===== src/rtl/mcbt_pkg.sv =====
// Shared types and constants for the multi-channel blink timer.
// Holds the transaction structs, action and status codes and the per-channel command struct.
// No dependencies; every other file of the block imports it.
package mcbt_pkg;

  localparam int unsigned CNT_W   = 12;
  localparam int unsigned PIN_W   = 9;
  localparam int unsigned CHAN_W  = 4;
  localparam int unsigned MS_W    = 16;

  localparam logic [CNT_W-1:0] CNT_MAX = {CNT_W{1'b1}};

  // Action codes; the fourth code is unused and does nothing.
  localparam logic [1:0] ACT_TICK    = 2'd0;
  localparam logic [1:0] ACT_PROGRAM = 2'd1;
  localparam logic [1:0] ACT_SET     = 2'd2;

  // Status codes.
  localparam logic STATUS_OK          = 1'b0;
  localparam logic STATUS_BAD_CHANNEL = 1'b1;

  typedef struct packed {
    logic [1:0]        action;
    logic [CHAN_W-1:0] channel;
    logic [MS_W-1:0]   on_ms;
    logic [MS_W-1:0]   off_ms;
    logic [MS_W-1:0]   duration_ms;
    logic              level;
  } cmd_item_t;

  typedef struct packed {
    logic             status;
    logic [PIN_W-1:0] pin_levels;
  } rsp_item_t;

  // Update request for one channel, already qualified by the transaction that fires.
  typedef struct packed {
    logic             tick;
    logic             load;
    logic             set_pin;
    logic             level;
    logic [CNT_W-1:0] on_t;
    logic [CNT_W-1:0] off_t;
    logic [CNT_W-1:0] dur_t;
  } chan_cmd_t;

endpackage


===== src/rtl/mcbt_ms_to_ticks.sv =====
// Millisecond to tick conversion for one time field of a program transaction.
// Raises sub-tick values by one tick, divides by TICK_MS through a reciprocal multiply, saturates.
// Depends on mcbt_pkg.
module mcbt_ms_to_ticks
  import mcbt_pkg::*;
#(
  parameter int unsigned TICK_MS = 20
) (
  input  logic [MS_W-1:0]  ms,
  output logic [CNT_W-1:0] ticks
);

  localparam int unsigned T_W     = MS_W + 1;
  localparam int unsigned QSHIFT  = T_W + 10;
  localparam int unsigned RECIP_W = QSHIFT + 1;
  localparam int unsigned PROD_W  = T_W + RECIP_W;
  localparam logic [63:0] RECIP_FULL =
    ((64'd1 << QSHIFT) + 64'(TICK_MS) - 64'd1) / 64'(TICK_MS);
  localparam logic [RECIP_W-1:0] RECIP = RECIP_FULL[RECIP_W-1:0];

  logic [T_W-1:0]    raised;
  logic [PROD_W-1:0] prod;
  logic [T_W-1:0]    quot;

  always_comb begin
    if ((ms != '0) && ({1'b0, ms} < T_W'(TICK_MS))) begin
      raised = {1'b0, ms} + T_W'(TICK_MS);
    end else begin
      raised = {1'b0, ms};
    end
    // Rounded-up reciprocal: exact for every raised value below 2**T_W.
    prod = PROD_W'(raised) * PROD_W'(RECIP);
    quot = prod[QSHIFT +: T_W];
    if (quot > T_W'(CNT_MAX)) begin
      ticks = CNT_MAX;
    end else begin
      ticks = quot[CNT_W-1:0];
    end
  end

endmodule


===== src/rtl/mcbt_channel.sv =====
// One blink channel: reload values, running counters and the pin level.
// Applies tick, program and direct-set requests; exposes the current and next pin level.
// Depends on mcbt_pkg.
module mcbt_channel
  import mcbt_pkg::*;
(
  input  logic      clk,
  input  logic      rst,
  input  chan_cmd_t cmd,
  output logic      pin,
  output logic      pin_next
);

  logic [CNT_W-1:0] on_reload, on_reload_next;
  logic [CNT_W-1:0] off_reload, off_reload_next;
  logic [CNT_W-1:0] duration_left, duration_left_next;
  logic [CNT_W-1:0] on_left, on_left_next;
  logic [CNT_W-1:0] off_left, off_left_next;
  logic [CNT_W-1:0] dur_dec;
  logic             same;

  always_comb begin
    on_reload_next     = on_reload;
    off_reload_next    = off_reload;
    duration_left_next = duration_left;
    on_left_next       = on_left;
    off_left_next      = off_left;
    pin_next           = pin;
    dur_dec            = duration_left - CNT_W'(1);
    same = (on_reload == cmd.on_t) && (off_reload == cmd.off_t) &&
           (duration_left == cmd.dur_t);

    if (cmd.tick) begin
      if (duration_left != '0) begin
        duration_left_next = dur_dec;
        if (dur_dec == '0) begin
          pin_next = 1'b0;
        end else if (pin) begin
          if (off_reload != '0) begin
            if (on_left != '0) begin
              on_left_next = on_left - CNT_W'(1);
            end else begin
              pin_next      = 1'b0;
              off_left_next = off_reload;
            end
          end
        end else begin
          if (on_reload != '0) begin
            if (off_left != '0) begin
              off_left_next = off_left - CNT_W'(1);
            end else begin
              pin_next     = 1'b1;
              on_left_next = on_reload;
            end
          end
        end
      end
    end else if (cmd.load) begin
      if (!same) begin
        on_reload_next     = cmd.on_t;
        off_reload_next    = cmd.off_t;
        duration_left_next = cmd.dur_t;
        on_left_next       = cmd.on_t;
        off_left_next      = cmd.off_t;
        pin_next           = (cmd.on_t != '0);
      end
    end else if (cmd.set_pin) begin
      pin_next = cmd.level;
    end
  end

  always_ff @(posedge clk) begin
    if (rst) begin
      on_reload     <= '0;
      off_reload    <= '0;
      duration_left <= '0;
      on_left       <= '0;
      off_left      <= '0;
      pin           <= 1'b0;
    end else begin
      on_reload     <= on_reload_next;
      off_reload    <= off_reload_next;
      duration_left <= duration_left_next;
      on_left       <= on_left_next;
      off_left      <= off_left_next;
      pin           <= pin_next;
    end
  end

endmodule


===== src/rtl/multi_channel_blink_timer_core.sv =====
// Multi-channel blink timer. Each of NUM_CHANNELS outputs has an on-time, an off-time and a
// total duration, counted in ticks of TICK_MS milliseconds. A command transaction either
// advances every channel by one tick, programs one channel's times in milliseconds (raised
// to one tick when nonzero and shorter, then converted and saturated at 4095 ticks; an
// identical setting is ignored), or forces one pin. Each command returns exactly one
// response with a status (bad channel index on program or set) and the levels of the first
// nine pins after the command took effect. The core takes one command per clock cycle while
// the response register is not held by a stall. A command passes through the command
// register and then the single update stage, which applies the conversion multipliers and
// all channel counters and writes the response register.
// Depends on mcbt_pkg, mcbt_ms_to_ticks and mcbt_channel.
module multi_channel_blink_timer_core
  import mcbt_pkg::*;
#(
  parameter int unsigned NUM_CHANNELS = 9,
  parameter int unsigned TICK_MS      = 20
) (
  input  logic      clk,
  input  logic      rst,
  input  logic      cmd_valid,
  output logic      cmd_stall,
  input  cmd_item_t cmd,
  output logic      rsp_valid,
  input  logic      rsp_stall,
  output rsp_item_t rsp
);

  // Command register: holds one accepted transaction until the update stage takes it.
  logic      s1_valid;
  cmd_item_t s1_item;

  logic      rsp_free;
  logic      fire;
  logic      in_range;
  logic      bad_channel;

  logic [CNT_W-1:0] on_t, off_t, dur_t;

  chan_cmd_t               chan_cmd [NUM_CHANNELS];
  logic [NUM_CHANNELS-1:0] pin_now;
  logic [NUM_CHANNELS-1:0] pin_next;
  logic [PIN_W-1:0]        pin_vec_now;
  logic [PIN_W-1:0]        pin_vec_next;

  // The update stage fires when the response register is empty or is being drained.
  assign rsp_free  = !rsp_valid || !rsp_stall;
  assign fire      = s1_valid && rsp_free;
  assign cmd_stall = s1_valid && !rsp_free;

  assign in_range    = {1'b0, s1_item.channel} < (CHAN_W + 1)'(NUM_CHANNELS);
  assign bad_channel = !in_range &&
                       ((s1_item.action == ACT_PROGRAM) || (s1_item.action == ACT_SET));

  // Convert the three program times side by side.
  mcbt_ms_to_ticks #(.TICK_MS(TICK_MS)) u_on_conv (
    .ms    (s1_item.on_ms),
    .ticks (on_t)
  );

  mcbt_ms_to_ticks #(.TICK_MS(TICK_MS)) u_off_conv (
    .ms    (s1_item.off_ms),
    .ticks (off_t)
  );

  mcbt_ms_to_ticks #(.TICK_MS(TICK_MS)) u_dur_conv (
    .ms    (s1_item.duration_ms),
    .ticks (dur_t)
  );

  // One channel instance per output; a tick reaches all, program and set reach one.
  for (genvar i = 0; i < NUM_CHANNELS; i++) begin : g_chan
    logic sel;

    assign sel = (s1_item.channel == CHAN_W'(i));

    always_comb begin
      chan_cmd[i].tick    = fire && (s1_item.action == ACT_TICK);
      chan_cmd[i].load    = fire && sel && (s1_item.action == ACT_PROGRAM);
      chan_cmd[i].set_pin = fire && sel && (s1_item.action == ACT_SET);
      chan_cmd[i].level   = s1_item.level;
      chan_cmd[i].on_t    = on_t;
      chan_cmd[i].off_t   = off_t;
      chan_cmd[i].dur_t   = dur_t;
    end

    mcbt_channel u_chan (
      .clk      (clk),
      .rst      (rst),
      .cmd      (chan_cmd[i]),
      .pin      (pin_now[i]),
      .pin_next (pin_next[i])
    );
  end

  // Report only the first nine pins; missing channels read as off.
  for (genvar b = 0; b < PIN_W; b++) begin : g_pin_vec
    if (b < NUM_CHANNELS) begin : g_used
      assign pin_vec_now[b]  = pin_now[b];
      assign pin_vec_next[b] = pin_next[b];
    end else begin : g_unused
      assign pin_vec_now[b]  = 1'b0;
      assign pin_vec_next[b] = 1'b0;
    end
  end

  // Advance the command register: load on accept, drop once the update stage takes it.
  always_ff @(posedge clk) begin
    if (rst) begin
      s1_valid <= 1'b0;
    end else if (cmd_valid && !cmd_stall) begin
      s1_valid <= 1'b1;
    end else if (fire) begin
      s1_valid <= 1'b0;
    end
  end

  always_ff @(posedge clk) begin
    if (cmd_valid && !cmd_stall) begin
      s1_item <= cmd;
    end
  end

  // Response register: hold while stalled, capture the post-update pin vector on fire.
  always_ff @(posedge clk) begin
    if (rst) begin
      rsp_valid <= 1'b0;
    end else if (fire) begin
      rsp_valid <= 1'b1;
    end else if (!rsp_stall) begin
      rsp_valid <= 1'b0;
    end
  end

  always_ff @(posedge clk) begin
    if (fire) begin
      rsp.status     <= bad_channel ? STATUS_BAD_CHANNEL : STATUS_OK;
      rsp.pin_levels <= pin_vec_next;
    end
  end

  // A stalled command side only ever comes from a full, stalled response register.
  a_stall_cause: assert property (@(posedge clk) disable iff (rst)
    cmd_stall |-> (s1_valid && rsp_valid && rsp_stall))
    else $error("command stall without a held response");

  // A rejected program or set leaves every pin as it was.
  a_bad_keeps_pins: assert property (@(posedge clk) disable iff (rst)
    (fire && bad_channel) |=>
      (rsp.status == STATUS_BAD_CHANNEL) && (rsp.pin_levels == $past(pin_vec_now)))
    else $error("rejected transaction changed pins or status");

  // A tick transaction always reports success.
  a_tick_ok: assert property (@(posedge clk) disable iff (rst)
    (fire && (s1_item.action == ACT_TICK)) |=> (rsp.status == STATUS_OK))
    else $error("tick transaction reported an error");

endmodule

===== config.mk =====
export PLATFORM = sky130hd
export DESIGN_NAME = multi_channel_blink_timer_core
export DESIGN_NICKNAME = d
export VERILOG_FILES = /design/src/rtl/mcbt_pkg.sv /design/src/rtl/mcbt_ms_to_ticks.sv /design/src/rtl/mcbt_channel.sv /design/src/rtl/multi_channel_blink_timer_core.sv
export SDC_FILE = /design/constraint.sdc
export NUM_CORES = 2
export LEC_CHECK = 0
export ABC_AREA = 1
export BUFFER_PORTS_ARGS = -buffer_cell sky130_fd_sc_hd__buf_2
export CELL_PAD_IN_SITES_DETAIL_PLACEMENT = 0
export CELL_PAD_IN_SITES_GLOBAL_PLACEMENT = 2
export CORE_ASPECT_RATIO = 0.75
export CORE_MARGIN = 2
export CORE_UTILIZATION = 23
export DETAILED_ROUTE_END_ITERATION = 10
export PLACE_DENSITY = 0.56
export SLEW_MARGIN = 20
export SYNTH_ARGS = -nofsm -noshare
export SYNTH_HDL_FRONTEND = slang
export SYNTH_SLANG_ARGS = --single-unit

===== constraint.sdc =====
create_clock -name clk -period 7 [get_ports clk]
set_input_delay 1.05 -clock clk [delete_from_list [all_inputs] [get_ports clk]]
set_output_delay 1.05 -clock clk [all_outputs]
set_load 0.01 [all_outputs]

== Word level (Yosys, flattened, before mapping) ==
Index checks and enable logic that the tools add are counted.

* Flip-flop bits (word level): 616
* Input port bits: 59
* Output and inout port bits: 12

* Add/sub/neg operators: 30
* $mul: 3
* Order comparisons: 7
* Equal/unequal tests: 119
* Muxes and demuxes: 326
* Bitwise logic cells: 10
* Reductions and logical operators: 166

{| class="wikitable"
|+ Operator list
! operator !! count
|-
| 12-bit 2-to-1 mux || 219
|-
| 12-bit nonzero test || 46
|-
| 12-bit == test || 27
|-
| 12-bit by 1-bit subtractor with 12-bit output, second input constant || 27
|-
| 8-bit AND reduction || 18
|-
| 17-bit by 23-bit multiplier with 40-bit output, second input constant || 3
|-
| 12-bit zero test || 9
|-
| 1-bit 2-to-1 mux || 104
|-
| 3-bit != test, second input constant || 27
|-
| 3-bit by 1-bit != test with 1-bit output, second input constant || 18
|-
| 3-bit AND reduction || 18
|-
| 1-bit logical AND || 53
|-
| 16-bit by 5-bit adder with 17-bit output, second input constant || 3
|-
| 17-bit 2-to-1 mux || 3
|-
| 16-bit by 5-bit less-than comparator with 1-bit output, second input constant || 3
|-
| 16-bit nonzero test || 3
|-
| 13-bit by 12-bit > comparator with 1-bit output, second input constant || 3
|-
| 2-bit != test, second input constant || 18
|-
| 3-bit by 2-bit != test with 1-bit output, second input constant || 9
|-
| 2-bit by 1-bit != test with 1-bit output, second input constant || 10
|-
| 2-bit nonzero test || 10
|-
| 4-bit by 3-bit == test with 1-bit output, second input constant || 4
|-
| 1-bit inverter || 10
|-
| 4-bit by 2-bit == test with 1-bit output, second input constant || 2
|-
| other kinds (9) || 14
|}

== Logic depth before layout (Yosys ltp) ==
* Word-level depth: 12
* Mapped depth: 48
* Mapped depth without buffers: 44

== Cells and area by module ==
Synthesis repeated with hierarchy kept, for this count alone.

* Cells, all modules: 8754
* Area total of the unflattened synthesis: 60590.6 um^2

{| class="wikitable"
|+ By module, submodules not included
! module !! times used !! cells each !! area an instance (um^2) !! seq. area each (um^2)
|-
| mcbt_channel || 9 || 689 || 4413.0 || 1221.2
|-
| mcbt_ms_to_ticks (u_on_conv) || 1 || 832 || 6264.8 || 0.0
|-
| mcbt_ms_to_ticks (u_off_conv) || 1 || 803 || 6182.2 || 0.0
|-
| mcbt_ms_to_ticks (u_dur_conv) || 1 || 784 || 6117.1 || 0.0
|-
| multi_channel_blink_timer_core || 1 || 134 || 2309.7 || 1991.9
|}

== Worst setup path after synthesis ==
Ideal clock, no wire load.

* Kind: reg-to-reg
* Start: reg s1_item[34] in the netlist's numbering
* End: reg rsp[6] in the netlist's numbering (data pin)
* Library setup time: 0.258 ns
* Arrival time: 7.175 ns
* Slack: -0.433 ns
* Cell stages (with the launch flop): 38
* Path buffers: 2
* Cell sequence: edfxtp_1 inv_1 ha_1 a31oi_1 o2111ai_1 o21ai_0 ha_1 inv_1 fa_1 fa_1 inv_1 fa_1 inv_1 fa_1 fa_1 inv_1 ha_1 nand2_1 (+2 left out) nor2_1 inv_1 nor2_1 nand2_1 nand3_1 nand2_2 nand2_4 buf_6 nand3_1 clkbuf_1 inv_1 nand4_1 nor3_2 nand2_1 nand3_1 nand2_1 nand2_1 nand2_1

* Word-level cells in the longest chain between the ends: 12
* Elaborated cells between the ends (all ways): 15
* Those cells by class: 1 x add/sub; 1 x mul; 2 x order compare; 1 x eq/ne; 5 x mux; 5 x reduce/logical

{| class="wikitable"
|+ Ends and longest elaborated chain
! element !! line !! source
|-
| from (decl) || multi_channel_blink_timer_core.sv:30 || <nowiki>cmd_item_t s1_item;</nowiki>
|-
| from (signal assigned) || multi_channel_blink_timer_core.sv:119 || <nowiki>s1_item <= cmd;</nowiki>
|-
| 16-bit by 5-bit less-than comparator with 1-bit output or 16-bit nonzero test (tied branches) || mcbt_ms_to_ticks.sv:26 || <nowiki>if ((ms != '0) && ({1'b0, ms} < T_W'(TICK_MS))) begin</nowiki>
|-
| 1-bit logical AND || mcbt_ms_to_ticks.sv:26 ||
|-
| 17-bit 2-to-1 mux * || mcbt_ms_to_ticks.sv:26 ||
|-
| 17-bit by 23-bit multiplier with 40-bit output * || mcbt_ms_to_ticks.sv:32 || <nowiki>prod = PROD_W'(raised) * PROD_W'(RECIP);</nowiki>
|-
| 13-bit by 12-bit > comparator with 1-bit output || mcbt_ms_to_ticks.sv:34 || <nowiki>if (quot > T_W'(CNT_MAX)) begin</nowiki>
|-
| 12-bit 2-to-1 mux * || mcbt_ms_to_ticks.sv:34 ||
|-
| 12-bit == test || mcbt_channel.sv:30 || <nowiki>same = (on_reload == cmd.on_t) && (off_reload == cmd.off_t) &&</nowiki>
|-
| 1-bit logical AND (2 in a row) || mcbt_channel.sv:30 ||
|-
| 1-bit 2-to-1 mux * || mcbt_channel.sv:59 || <nowiki>if (!same) begin</nowiki>
|-
| 1-bit 2-to-1 mux * || mcbt_channel.sv:58 || <nowiki>end else if (cmd.load) begin</nowiki>
|-
| 1-bit 2-to-1 mux * || mcbt_channel.sv:33 || <nowiki>if (cmd.tick) begin</nowiki>
|-
| named net g_chan[6].u_chan.pin_next || mcbt_channel.sv:11 || <nowiki>output logic pin_next</nowiki>
|-
| to (decl) || multi_channel_blink_timer_core.sv:25 || <nowiki>output rsp_item_t rsp</nowiki>
|}

The timed path passes the listed nets; every way through them passes the cells marked *.
A chain may end at the register's enable or synchronous reset.

== Worst setup path in the final report ==
* Start: reg s1_item[25] in the netlist's numbering
* End: reg g_chan[6].u_chan.off_left[2]

* Word-level cells in the longest chain between the ends: 11
* Elaborated cells between the ends (all ways): 16
* Those cells by class: 1 x add/sub; 1 x mul; 2 x order compare; 2 x eq/ne; 5 x mux; 5 x reduce/logical

{| class="wikitable"
|+ Ends and longest elaborated chain
! element !! line !! source
|-
| 16-bit by 5-bit less-than comparator with 1-bit output or 16-bit nonzero test (tied branches) || mcbt_ms_to_ticks.sv:26 ||
|-
| 1-bit logical AND || mcbt_ms_to_ticks.sv:26 ||
|-
| 17-bit 2-to-1 mux * || mcbt_ms_to_ticks.sv:26 ||
|-
| 17-bit by 23-bit multiplier with 40-bit output * || mcbt_ms_to_ticks.sv:32 ||
|-
| 13-bit by 12-bit > comparator with 1-bit output || mcbt_ms_to_ticks.sv:34 ||
|-
| 12-bit 2-to-1 mux * || mcbt_ms_to_ticks.sv:34 ||
|-
| 12-bit == test || mcbt_channel.sv:30 ||
|-
| 1-bit logical AND (2 in a row) || mcbt_channel.sv:30 ||
|-
| 2-bit != test (no line) || n/a ||
|-
| 8-bit AND reduction (no line) || n/a ||
|-
| to (signal assigned) || mcbt_channel.sv:85 || <nowiki>off_left <= off_left_next;</nowiki>
|-
| to (decl) || mcbt_channel.sv:18 || <nowiki>logic [CNT_W-1:0] off_left, off_left_next;</nowiki>
|}

Mark *: on every way between the ends. The rest lies on a longest branch, timed or not. The select of a mux whose other input is x is not followed.

==> impl_metrics.toml <==
[outcome]
run_status = "finished with violations"
violations = "negative setup slack"

[global_routing]
grt.busiest_layer = "met1"
grt_start_max_net_pins = 165
grt_pass1_vias = 58260
grt_overflow_total = 0
grt_pass1_wl_mm = 395.3
grtUsageMet2_pct = 31.22
met1_usage_pct = 32.38
antenna_violations_before_repair = 17
globalRouteMet3Util_pct = 2.143
grt_util_all_layers_pct = 21.04

[setup_path]
reg2reg_from = "s1_item[25]"
reg2reg_capture_point = "g_chan[6].u_chan.off_left[2]"
cp_data_required_time_ns = 7.66
worst-path-buf-inv = 14
worst_setup_path_start_kind = "flip-flop"
critical_path.endpoint_type = "flip-flop"
r2r_setup_slack_ns = -1.02
critPathKind = "reg -> reg"
worst_path_max_stage_delay_ns = 0.58
timing.critical_path.slowest_stage_cell = "fa_1"
critical-path-top-delay-family = "adder cells"
critical-path-top-cell-by-count = "inv_2"
reg2regPathDepth = 43
critical_path_peak_fanout = 5
worstPathArrival_ns = 8.69

[min_path]
worst_hold_path.num_cells = 2
hp-class = "reg -> reg"
min-delay-start = "g_chan[1].u_chan.off_left[4]"
whs_endpoint = "g_chan[1].u_chan.off_left[4]"

[synthesis]
yosysTopAreaCell = "dfxtp_1"
synth-seq-cells = 616
yosysWarnings = 0
synth-main-ff-cell = "dfxtp_1"
netlist.area_leader.share_pct = 19.36
async_reset_ff_share_pct = 0
synth-seq-area-share_pct = 22.79
synth_cell_types = 62
postSynthCellCount = 8362
synth_enable_flop_cells = 65
synthTopCellsByArea = "dfxtp_1 (19%), nand2_1 (11%), fa_1 (10%)"
synth_area_per_cell_um2 = 6.813
synth.cell_area_um2 = 56970

[routing]
drtIter0Drc = 4575
drt-vias-per-instance = 4.652
dr.pass1.iters = 6
routedWlPerCell_um = 21.18
antenna_violating_nets_post_route = 0
routed_wirelength_mm = 268.6
route.detailed.drc = 0
total_vias_in_the_final_route = 59000

[clocking]
cts-root-to-sink-buffers = 3
insertion_delay_ns = 0.74
clock_sink_count = 616
htree_levels = 3
cts.root.buffer_cell = "clkbuf_16"
cts.clk_slew.worst_paths_ns = 0.06
numCtsBuffers = 87
cts_tree = "yes"

[timing]
max_freq_ghz = 0.1246
layout_setup_ws_ns = -1.024
slew_headroom_pct = 26.56
timing_max_transition_violations_final = 0
finalClockSkew_ns = 0.04269
post-route-min-period_ns = 8.024
final_min_period_over_clock_period_pct = 114.6
timing_hold_violations_final = 0
finalSetupViolations = 558
worst-slew-pin-transition_ns = 1.093
grt_setup_unrepaired = "yes"
setup_tns_ns = -430.51

[placed_design]
gp_routability_congestion = 0.8672
placement.setup.worst_slack_ns = -1.426
place.detailed.hpwl_mm = 207.3
post_dp_cell_area_um2 = 68980
place.port_buffers = 70

[die]
rows = 158
die_width_um = 578.7
num_io_pins = 71
core_um2 = 246700
design.die.area_um2 = 251700
start_util_pct = 23.09
die_h_um = 435.0

[final_layout]
count_of_nets_after_finishing = 10120
final_design_area_no_fill_um2 = 75580
synthesis_to_finish_area_growth_pct = 32.67
drive_above_1_share_pct = 19.51

[run]
max_cap_viol_count = 0
[sequential cells by signal (all words and copies together), names as in the netlist]
name / count
g_chan.u_chan.duration_left: 108
g_chan.u_chan.off_left: 108
g_chan.u_chan.off_reload: 108
g_chan.u_chan.on_left: 108
g_chan.u_chan.on_reload: 108
s1_item: 54
rsp: 10
g_chan.u_chan.pin: 9
chan_cmd: 1
rsp_valid: 1
s1_valid: 1
[kinds of logic (layout without fill, tap and decap cells)]
group | Yosys count | after routing | synth area share (%)
and+or+nand+nor | 3422 | 3423 | 25.87
buffers and inverters | 1823 | 2848 | 12.63
AOI/OAI and AO/OA | 1561 | 1561 | 15.59
adders and majority gates | 732 | 732 | 19.95
DFF | 616 | 616 | 22.79
xor gates and xnor gates | 206 | 206 | 3.167
other | 2 | 16 | 0.01318
[worst max-delay path by stage]
| stage | endpoint | slack (ns) | cells past startpoint | from |
|---|---|---|---|---|
| floorplan | g_chan[8].u_chan.on_left[7] | -0.08 | 40 | s1_item[25] |
| global placement | g_chan[2].u_chan.duration_left[1] | -1.50 | 40 | s1_item[32] |
| global route | g_chan[6].u_chan.off_left[7] | -1.41 | 42 | s1_item[25] |
| detailed placement | g_chan[2].u_chan.duration_left[0] | -1.43 | 41 | s1_item[32] |
| CTS | g_chan[7].u_chan.off_left[10] | -0.93 | 44 | s1_item[7] |
| finish | g_chan[6].u_chan.off_left[2] | -1.02 | 43 | s1_item[25] |
[layout make-up]
class / count / area, µm²
Fill cell: 26850 / 171100
Multi-Input combinational cell: 5934 / 38870
Sequential cell: 616 / 12980
Timing Repair Buffer: 1177 / 11010
Inverter: 1513 / 5736
Tap cell: 3280 / 4104
Clock buffer: 129 / 2507
Clock inverter: 29 / 355.3
Antenna cell: 4 / 10.01
[layer usage]
layer  part of all wire (%)  vias up
li1                       -    29080
met4                    2.0        2
met3                    4.7      245
met5                 0.0056        -
met1                     52    28310
met2                     41     1361
[through the flow]
stage               std cells  hold WS (ns)  utilization, %
floorplan                8372        0.4332               -
finish                  12680        0.4603           30.64
global placement        12370        0.4506           27.95
detailed placement      12370        0.4515           27.96
global route            12680        0.4358           30.63
CTS                     12670        0.4088           30.43
[synth_stat cells (all sizes together), types with 136 or more instances]
| cell | n |
|---|---|
| a21oi | 620 |
| clkbuf | 184 |
| dfxtp | 551 |
| fa | 294 |
| ha | 438 |
| inv | 1510 |
| nand2 | 1739 |
| nand3 | 552 |
| nand4 | 136 |
| nor2 | 727 |
| o21ai | 659 |
| xor2 | 188 |
[placed cells by master, fill, tap and decap left out, types with 18 or more instances in the layout]
cell / instances
fa_1: 277
ha_1: 398
inv_1: 1436
o21bai_1: 18
a21oi_2: 32
dfxtp_1: 551
a22oi_1: 19
a21oi_1: 585
inv_2: 63
nand3b_1: 39
o21ai_0: 532
nand2_4: 27
nor3_1: 125
buf_6: 59
clkbuf_16: 92
o22ai_1: 18
nand3_1: 495
a221o_1: 118
ha_4: 32
xnor2_1: 18
buf_2: 69
nand2_2: 123
edfxtp_1: 65
clkbuf_1: 27
nor4_1: 68
nor2_4: 30
buf_12: 130
nor2_2: 56
buf_4: 890
nor2_1: 641
xor2_1: 183
nand3_2: 41
nand2_1: 1584
o21ai_1: 114
nand4_1: 134
[repair_timing]
action	4_1_cts	5_1_grt
resized for setup	449	113
pin swaps	112	59
hold buffers	0	0
endpoints found under the setup margin	558	558
cloned	18	3
buffers inserted	119	10
[worst register-to-register path: cells and delay by family (launching register included)]
| family | cells | cell delay (ns) |
|---|---|---|
| compound gates | 3 | 0.49 |
| xor+xnor | 1 | 0.24 |
| fa+ha+maj | 7 | 3.21 |
| buf+inv | 14 | 1.38 |
| flops | 1 | 0.41 |
| simple gates | 18 | 2.26 |
Power is not shown: default switching activity piles up to over one toggle a cycle in this logic, so the estimate is an artifact.
